==> src/hdl/llp_pkg.sv <==
// Package with the constants and codes of the predictive parser.
package llp_pkg;
  localparam int unsigned STACK_DEPTH = 64;
  localparam int unsigned MAX_EXPANSIONS = 64;
  localparam int unsigned MAX_RHS_LENGTH = 8;
  localparam int unsigned MAX_TERMINALS = 16;

  localparam logic [2:0] MODE_TABLE = 3'd0;
  localparam logic [2:0] MODE_SYM = 3'd1;
  localparam logic [2:0] MODE_LEN = 3'd2;
  localparam logic [2:0] MODE_START = 3'd3;
  localparam logic [2:0] MODE_PARSE = 3'd4;

  localparam logic [2:0] ST_OK = 3'd0;
  localparam logic [2:0] ST_ACCEPT = 3'd1;
  localparam logic [2:0] ST_SYNTAX = 3'd2;
  localparam logic [2:0] ST_OVERFLOW = 3'd3;
  localparam logic [2:0] ST_LIMIT = 3'd4;

  localparam logic [1:0] ACT_ERROR = 2'd0;
  localparam logic [1:0] ACT_EXPAND = 2'd1;
  localparam logic [1:0] ACT_POP = 2'd2;

  localparam logic CFG_TERMINAL_COUNT = 1'b0;
  localparam logic CFG_START_NT = 1'b1;

  typedef logic [4:0] symbol_t;
endpackage

==> src/hdl/ll1_predictive_parser_unit.sv <==
// LL(1) predictive parser with memory-held table, productions and stack.
// Load and unknown-mode items return a status; a start item pushes the end marker
// and start nonterminal. A parse item reads the stack top and matches a terminal or
// pops or expands a nonterminal from the table, with registered memory reads.
// Sync reset sets state, stack pointer, verdict and config; memories are not cleared.
module ll1_predictive_parser_unit (
  input  logic        clk,
  input  logic        rst,
  input  logic        s_tvalid,
  output logic        s_tready,
  // tdata: nonterminal[3:0], terminal[7:4], alternative[9:8], position[12:10],
  // symbol[17:13], action[19:18], rhs_length[23:20]
  input  logic [23:0] s_tdata,
  // tuser: mode[2:0]
  input  logic [2:0]  s_tuser,
  output logic        m_tvalid,
  input  logic        m_tready,
  // tdata: status[2:0], stack_level[9:3], zero[15:10]
  output logic [15:0] m_tdata,
  input  logic        cfg_valid,
  output logic        cfg_ready,
  input  logic        cfg_index,
  input  logic [4:0]  cfg_data
);
  import llp_pkg::*;

  localparam logic [2:0] S_IDLE = 3'd0;
  localparam logic [2:0] S_START2 = 3'd1;
  localparam logic [2:0] S_RD_TOP = 3'd2;
  localparam logic [2:0] S_W_TOP = 3'd3;
  localparam logic [2:0] S_W_TBL = 3'd4;
  localparam logic [2:0] S_W_LEN = 3'd5;
  localparam logic [2:0] S_PUSH = 3'd6;
  localparam logic [2:0] S_FIN = 3'd7;

  // Memories.
  logic [3:0] action_table [256];
  symbol_t    production_symbols [512];
  logic [3:0] production_lengths [64];
  symbol_t    parse_stack [64];

  logic [2:0] state;
  logic [6:0] sp;
  logic [2:0] verdict;
  logic [4:0] terminal_count;
  logic [3:0] start_nt;
  logic [3:0] tok;
  logic [3:0] cur_nt;
  logic [1:0] cur_alt;
  logic [2:0] ridx;
  logic [6:0] steps;
  logic [2:0] res_status;
  logic       is_parse;
  logic [2:0] out_status;
  logic [6:0] out_level;

  logic [3:0] tbl_q;
  symbol_t    sym_q;
  logic [3:0] len_q;
  symbol_t    stk_q;

  logic [3:0] in_nt, in_term, in_len;
  logic [1:0] in_alt, in_act;
  logic [2:0] in_pos;
  symbol_t    in_sym;
  logic       s_acc;
  logic [3:0] endm;

  assign in_nt = s_tdata[3:0];
  assign in_term = s_tdata[7:4];
  assign in_alt = s_tdata[9:8];
  assign in_pos = s_tdata[12:10];
  assign in_sym = s_tdata[17:13];
  assign in_act = s_tdata[19:18];
  assign in_len = s_tdata[23:20];
  assign s_tready = (state == S_IDLE);
  assign s_acc = s_tvalid && s_tready;
  assign cfg_ready = 1'b1;
  assign m_tdata = {6'd0, out_level, out_status};

  // End marker index from the clamped terminal count.
  always_comb begin
    if (terminal_count == 5'd0) begin
      endm = 4'd0;
    end else if (terminal_count > 5'(MAX_TERMINALS)) begin
      endm = 4'(MAX_TERMINALS - 1);
    end else begin
      endm = 4'(terminal_count - 5'd1);
    end
  end

  // Memory port controls.
  logic       stk_we;
  logic [5:0] stk_waddr;
  symbol_t    stk_wdata;
  logic [5:0] stk_raddr;
  logic [2:0] sym_ridx;
  logic [3:0] len_clamped;
  logic [7:0] room;

  assign len_clamped = (len_q > 4'(MAX_RHS_LENGTH)) ? 4'(MAX_RHS_LENGTH) : len_q;
  assign room = 8'(sp) - 8'd1 + 8'(len_clamped);
  assign stk_raddr = 6'(sp - 7'd1);
  assign sym_ridx = (state == S_W_LEN) ? 3'(len_clamped - 4'd1) : 3'(ridx - 3'd1);

  always_comb begin
    stk_we = 1'b0;
    stk_waddr = sp[5:0];
    stk_wdata = sym_q;
    if (s_acc && s_tuser == MODE_START) begin
      stk_we = 1'b1;
      stk_waddr = 6'd0;
      stk_wdata = {1'b0, endm};
    end else if (state == S_START2) begin
      stk_we = 1'b1;
      stk_waddr = 6'd1;
      stk_wdata = {1'b1, start_nt};
    end else if (state == S_PUSH) begin
      stk_we = 1'b1;
    end
  end

  // Action table: written by table loads, read with the top nonterminal.
  always_ff @(posedge clk) begin
    if (s_acc && s_tuser == MODE_TABLE) begin
      action_table[{in_nt, in_term}] <= {in_alt, in_act};
    end
    tbl_q <= action_table[{stk_q[3:0], tok}];
  end

  // Production symbols: read in reverse order while pushing.
  always_ff @(posedge clk) begin
    if (s_acc && s_tuser == MODE_SYM) begin
      production_symbols[{in_nt, in_alt, in_pos}] <= in_sym;
    end
    sym_q <= production_symbols[{cur_nt, cur_alt, sym_ridx}];
  end

  // Production lengths, stored already clamped.
  always_ff @(posedge clk) begin
    if (s_acc && s_tuser == MODE_LEN) begin
      production_lengths[{in_nt, in_alt}] <=
        (in_len > 4'(MAX_RHS_LENGTH)) ? 4'(MAX_RHS_LENGTH) : in_len;
    end
    len_q <= production_lengths[{cur_nt, tbl_q[3:2]}];
  end

  // Parse stack.
  always_ff @(posedge clk) begin
    if (stk_we) begin
      parse_stack[stk_waddr] <= stk_wdata;
    end
    stk_q <= parse_stack[stk_raddr];
  end

  // Configuration registers.
  always_ff @(posedge clk) begin
    if (rst) begin
      terminal_count <= 5'd16;
      start_nt <= 4'd0;
    end else if (cfg_valid) begin
      if (cfg_index == CFG_TERMINAL_COUNT) begin
        terminal_count <= cfg_data;
      end else begin
        start_nt <= cfg_data[3:0];
      end
    end
  end

  // Control sequencer.
  always_ff @(posedge clk) begin
    if (rst) begin
      state <= S_IDLE;
      sp <= 7'd0;
      verdict <= ST_OK;
      m_tvalid <= 1'b0;
      is_parse <= 1'b0;
    end else begin
      if (m_tvalid && m_tready && state != S_FIN) begin
        m_tvalid <= 1'b0;
      end
      unique case (state)
        S_IDLE: begin
          if (s_acc) begin
            res_status <= ST_OK;
            is_parse <= 1'b0;
            tok <= in_term;
            steps <= 7'd0;
            case (s_tuser)
              MODE_START: begin
                verdict <= ST_OK;
                sp <= 7'd2;
                state <= S_START2;
              end
              MODE_PARSE: begin
                if (verdict != ST_OK) begin
                  res_status <= verdict;
                  state <= S_FIN;
                end else if (in_term > endm) begin
                  res_status <= ST_SYNTAX;
                  is_parse <= 1'b1;
                  state <= S_FIN;
                end else begin
                  is_parse <= 1'b1;
                  state <= S_RD_TOP;
                end
              end
              default: state <= S_FIN;
            endcase
          end
        end
        S_START2: state <= S_FIN;
        S_RD_TOP: begin
          if (sp == 7'd0) begin
            res_status <= ST_SYNTAX;
            state <= S_FIN;
          end else begin
            state <= S_W_TOP;
          end
        end
        S_W_TOP: begin
          if (!stk_q[4]) begin
            if (stk_q[3:0] != tok) begin
              res_status <= ST_SYNTAX;
            end else if (tok == endm) begin
              res_status <= ST_ACCEPT;
            end else begin
              sp <= sp - 7'd1;
            end
            state <= S_FIN;
          end else begin
            cur_nt <= stk_q[3:0];
            state <= S_W_TBL;
          end
        end
        S_W_TBL: begin
          if (tbl_q[1:0] != ACT_EXPAND && tbl_q[1:0] != ACT_POP) begin
            res_status <= ST_SYNTAX;
            state <= S_FIN;
          end else if (steps == 7'(MAX_EXPANSIONS)) begin
            res_status <= ST_LIMIT;
            state <= S_FIN;
          end else begin
            steps <= steps + 7'd1;
            cur_alt <= tbl_q[3:2];
            if (tbl_q[1:0] == ACT_POP) begin
              sp <= sp - 7'd1;
              state <= S_RD_TOP;
            end else begin
              state <= S_W_LEN;
            end
          end
        end
        S_W_LEN: begin
          if (room > 8'(STACK_DEPTH)) begin
            res_status <= ST_OVERFLOW;
            state <= S_FIN;
          end else begin
            sp <= sp - 7'd1;
            ridx <= 3'(len_clamped - 4'd1);
            state <= (len_clamped == 4'd0) ? S_RD_TOP : S_PUSH;
          end
        end
        S_PUSH: begin
          sp <= sp + 7'd1;
          ridx <= ridx - 3'd1;
          if (ridx == 3'd0) begin
            state <= S_RD_TOP;
          end
        end
        S_FIN: begin
          if (!m_tvalid || m_tready) begin
            m_tvalid <= 1'b1;
            out_status <= res_status;
            out_level <= sp;
            if (is_parse && res_status != ST_OK) begin
              verdict <= res_status;
            end
            state <= S_IDLE;
          end else begin
            m_tvalid <= 1'b1;
          end
        end
        default: state <= S_IDLE;
      endcase
    end
  end
endmodule

==> config.mk <==
export PLATFORM = sky130hd
export DESIGN_NAME = ll1_predictive_parser_unit
export DESIGN_NICKNAME = d
export VERILOG_FILES = /design/src/hdl/llp_pkg.sv /design/src/hdl/ll1_predictive_parser_unit.sv
export SDC_FILE = /design/constraint.sdc
export NUM_CORES = 2
export LEC_CHECK = 0
export ABC_AREA = 0
export BUFFER_PORTS_ARGS = -buffer_cell sky130_fd_sc_hd__buf_2
export CAP_MARGIN = 5
export CORE_ASPECT_RATIO = 2
export CORE_UTILIZATION = 33
export CTS_CLUSTER_DIAMETER = 40
export CTS_CLUSTER_SIZE = 28
export DETAILED_ROUTE_END_ITERATION = 7
export PLACE_DENSITY = 0.52
export SLEW_MARGIN = 20
export SYNTH_ARGS = -nofsm -noshare
export SYNTH_HDL_FRONTEND = slang
export SYNTH_MEMORY_MAX_BITS = 65536
export SYNTH_SLANG_ARGS = --single-unit
==> constraint.sdc <==
create_clock -name clk -period 5.8 [get_ports clk]
set_clock_uncertainty 0.15 [all_clocks]
set_input_delay 0.87 -clock clk [delete_from_list [all_inputs] [get_ports clk]]
set_output_delay 0.87 -clock clk [all_outputs]
set_load 0.05 [all_outputs]
==> summary.md <==
| Metric | Value |
|---|---|
| Status | finished with violations |
| Violated checks | DRC |
| Die area | 517000 sq um |
| Final setup vio count | 0 |
| Hold Crit Class | primary input to register |
| RSZ-0062 raised after global routing | no |
| Met2 Resource Use GR | 38.1% |
| Final worst slack | 134 ps |
| Area Overhead vs Synth | 13.6% |
| Cts hold-fix bufs | 10 |
| R2r worst-path depth | 10 |
| Hold Path Depth | 3 |
| Post-synth top flop | edfxtp_1 |
| Final Power | 79.3 mW |
| Via/cell ratio | 5.34 |
| Asr flop ratio synth | 0% |
| Max Clock Freq | 176 MHz |
| CP bufs+invs | 0 |
| Share of cells above drive strength 1 | 16.4% |
| Final TNS setup | 0 ps |
| Clk sinks | 4235 |
| Final ANT Viol Nets | 0 |
| Crit path time final | 5670 ps |
| Actual slew at the worst max-slew pin | 1280 ps |
| Max-cap violations | 0 |
| Final GP Congestion | 0.937 |
| Final WL | 535 mm |
| First-pass GRT wire length | 750 mm |
| Die X-Extent | 509 um |
| Most frequent cells in the layout | edfxtp_1 (4193), nand2_1 (1779), nor2_1 (972) |
| Final HPWL DP | 358 mm |
| Vias in the first global route | 99017 |
| Routing usage on met3 | 2.51% |
| Most common cell after layout, fill and taps aside | edfxtp_1 |
| Iteration-0 DRC Markers | 8125 |
| Startpoint types | register |
| Yosys warning total | 0 |
| Largest net degree at the start of global routing | 185 |
| Initial antenna violation count | 26 |
| Number of setup buffers added after CTS | 0 |
| Synthesized area | 170000 sq um |
| Slowest cell delay on critical path | 990 ps |
| TritonCTS buffer count | 363 |
| Final net count | 10723 |
| CP Max Fanout | 15 |
| Die Y | 1.02 mm |
| Critical-path cell list | and3b_1, mux2i_4, and2_4, nand2_1, o22ai_1, a211oi_1, a22oi_1, nand4_1, nor2_1, o32a_1 |
| Fillers | 47472 |
| Cell Pwr Density | 412 nW/um^2 |
| Seq/Total Area, Yosys | 74.8% |
| Core Util, Final | 37.6% |
| Placed Instances | 17012 |
| Peak VDD IR | 0.000330 V |
| Grt total ovfl | 0 |
| Syn Area/Cell | 16.1 sq um |
| Critical path class | register to register |
| Sink of the worst hold path | terminal_count[4]$_SDFFE_PP1P_ |
| Io pins | 57 |
| GRT busiest layer | met2 |
| Row cnt | 372 |
| WP data arrival | 6380 ps |
| FF+latch count, synth | 4235 |
| Critical path's slowest cell | nor2_1 |
| Post-place setup slack | 337 ps |
| Max H-tree Level | 5 |
| Final period utilization | 97.7% |
| Initial Util | 33.1% |
| Mapped Cells | 10534 |
| Hold_sp | cfg_data[4] |
| CP delay by family, top | simple AND/OR/NAND/NOR gates |
| Final hold violations | 0 |
| CTS tree | built |
| Total track usage | 20.4% |
| Max Root-Sink Buffers | 4 |
| CTS Root Cell | clkbuf_16 |
| Final Slew Violations | 0 |
| Reg-to-reg critical path startpoint | state[1]$_SDFFE_PP0P_ |
| Clock transition at the registers of the reported paths | 80 ps |
| Met1 GRT Util | 20.1% |
| Worst EP required | 6520 ps |
| Skew-Pair Late Insertion Delay | 1000 ps |
| Post-cts sizing count | 0 |
| WL/cell | 30.1 um |
| DRT Pass-1 Iters | 8 |
| LEAKAGE | 60.9 nW |
| Reg-to-Reg End | sym_q[4]$_DFF_P_ |
| Core Area | 512000 sq um |
| Worst setup EP type | register |
| Routed via count | 94914 |
| Non-Filler Instances | 17786 |
| Reg2Reg Setup Slack | 130 ps |
| Post-synth EDFFs | 4193 |
| DRC violations left | 2 |
| Buffers on Ports | 49 |
| Slew HR | 14.3% |
| Distinct cells, synth | 71 |
-- final cells by class --
class	instances	area, sq um	area share, %
Multi-Input combinational cell	5575	39600	20.6
Clock buffer	376	9220	4.79
Tap cell	6732	8420	4.37
Antenna cell	79	198	0.103
Clock inverter	308	4070	2.12
Inverter	49	184	0.0955
Sequential cell	4235	127000	65.8
Timing Repair Buffer	432	4090	2.12
-- cells in the mapped netlist, types with 49 or more instances --
master | instances | area share (%)
a31oi_1 | 81 | 0.30
nor2_1 | 979 | 2.2
nand4_1 | 74 | 0.27
a21oi_1 | 196 | 0.58
buf_4 | 98 | 0.43
inv_1 | 49 | 0.11
mux2i_1 | 363 | 2.1
o21ai_0 | 52 | 0.15
a32oi_1 | 55 | 0.28
clkbuf_1 | 278 | 0.62
a211oi_1 | 52 | 0.23
nand2_1 | 1795 | 4.0
edfxtp_1 | 4193 | 74
buf_1 | 49 | 0.11
and3_1 | 74 | 0.27
nand3_1 | 778 | 2.3
buf_2 | 232 | 0.68
mux4_2 | 636 | 8.4
a311oi_1 | 63 | 0.33
-- registers in the layout, summed over array words and instances, names as in the netlist --
signal and count:
out_level 7, tbl_q 4, is_parse 1, sym_q 5
terminal_count 5, res_status 3, action_table 1024, production_symbols 2560
verdict 3, m_tvalid 1, steps 7, tok 4
cur_alt 2, ridx 3, stk_q 5, cur_nt 4
start_nt 4, len_q 4, out_status 3, state 3
sp 7, parse_stack 320, production_lengths 256
-- layer usage --
metal,wire (um),vias up
met2,290000,3426
met3,25600,1220
li1,-,40759
met4,49000,20
met1,171000,49489
met5,118,-
-- through the flow --
step / area [sq um] / hold slack, ps
after detailed placement: 179000 / 309
after floorplan: 170000 / 256
after global routing: 193000 / 76.8
after CTS: 192000 / 6.03
final: 193000 / 71.4
after global placement: 179000 / 303
-- worst min-delay path, stage by stage --
cell and delay (ps):
buf_2 150, o21ai_0 110, nand2b_1 70
-- worst max-delay path by stage --
stage | from | end | slack [ps] | cells past startpoint
after floorplan | state[2]$_SDFFE_PP0P_ | parse_stack[0][1]$_DFFE_PP_ | 490 | 7
after global placement | len_q[3]$_DFF_P_ | sym_q[0]$_DFF_P_ | -220 | 13
after detailed placement | len_q[3]$_DFF_P_ | sym_q[1]$_DFF_P_ | 340 | 13
after CTS | len_q[3]$_DFF_P_ | sym_q[1]$_DFF_P_ | 220 | 13
after global routing | len_q[3]$_DFF_P_ | sym_q[4]$_DFF_P_ | 120 | 14
final | state[1]$_SDFFE_PP0P_ | sym_q[4]$_DFF_P_ | 130 | 10
-- report_power, final --
part	internal, mW	switching, mW	total [mW]
Clock	13.4	13.4	26.8
Combinational	6.18	11.8	17.9
Sequential	34.2	0.345	34.5
-- cells by family after synthesis --
logic type | Yosys count | share of synthesized area [%]
mux | 1003 | 10.6
other cells | 2 | 0.00443
xor+xnor | 24 | 0.124
compound gates | 660 | 2.61
flops | 4235 | 74.8
simple gates | 3851 | 9.53
buf+inv | 729 | 2.10
fa+ha+maj | 30 | 0.224
No activity file was read; power rests on OpenSTA's default activity.
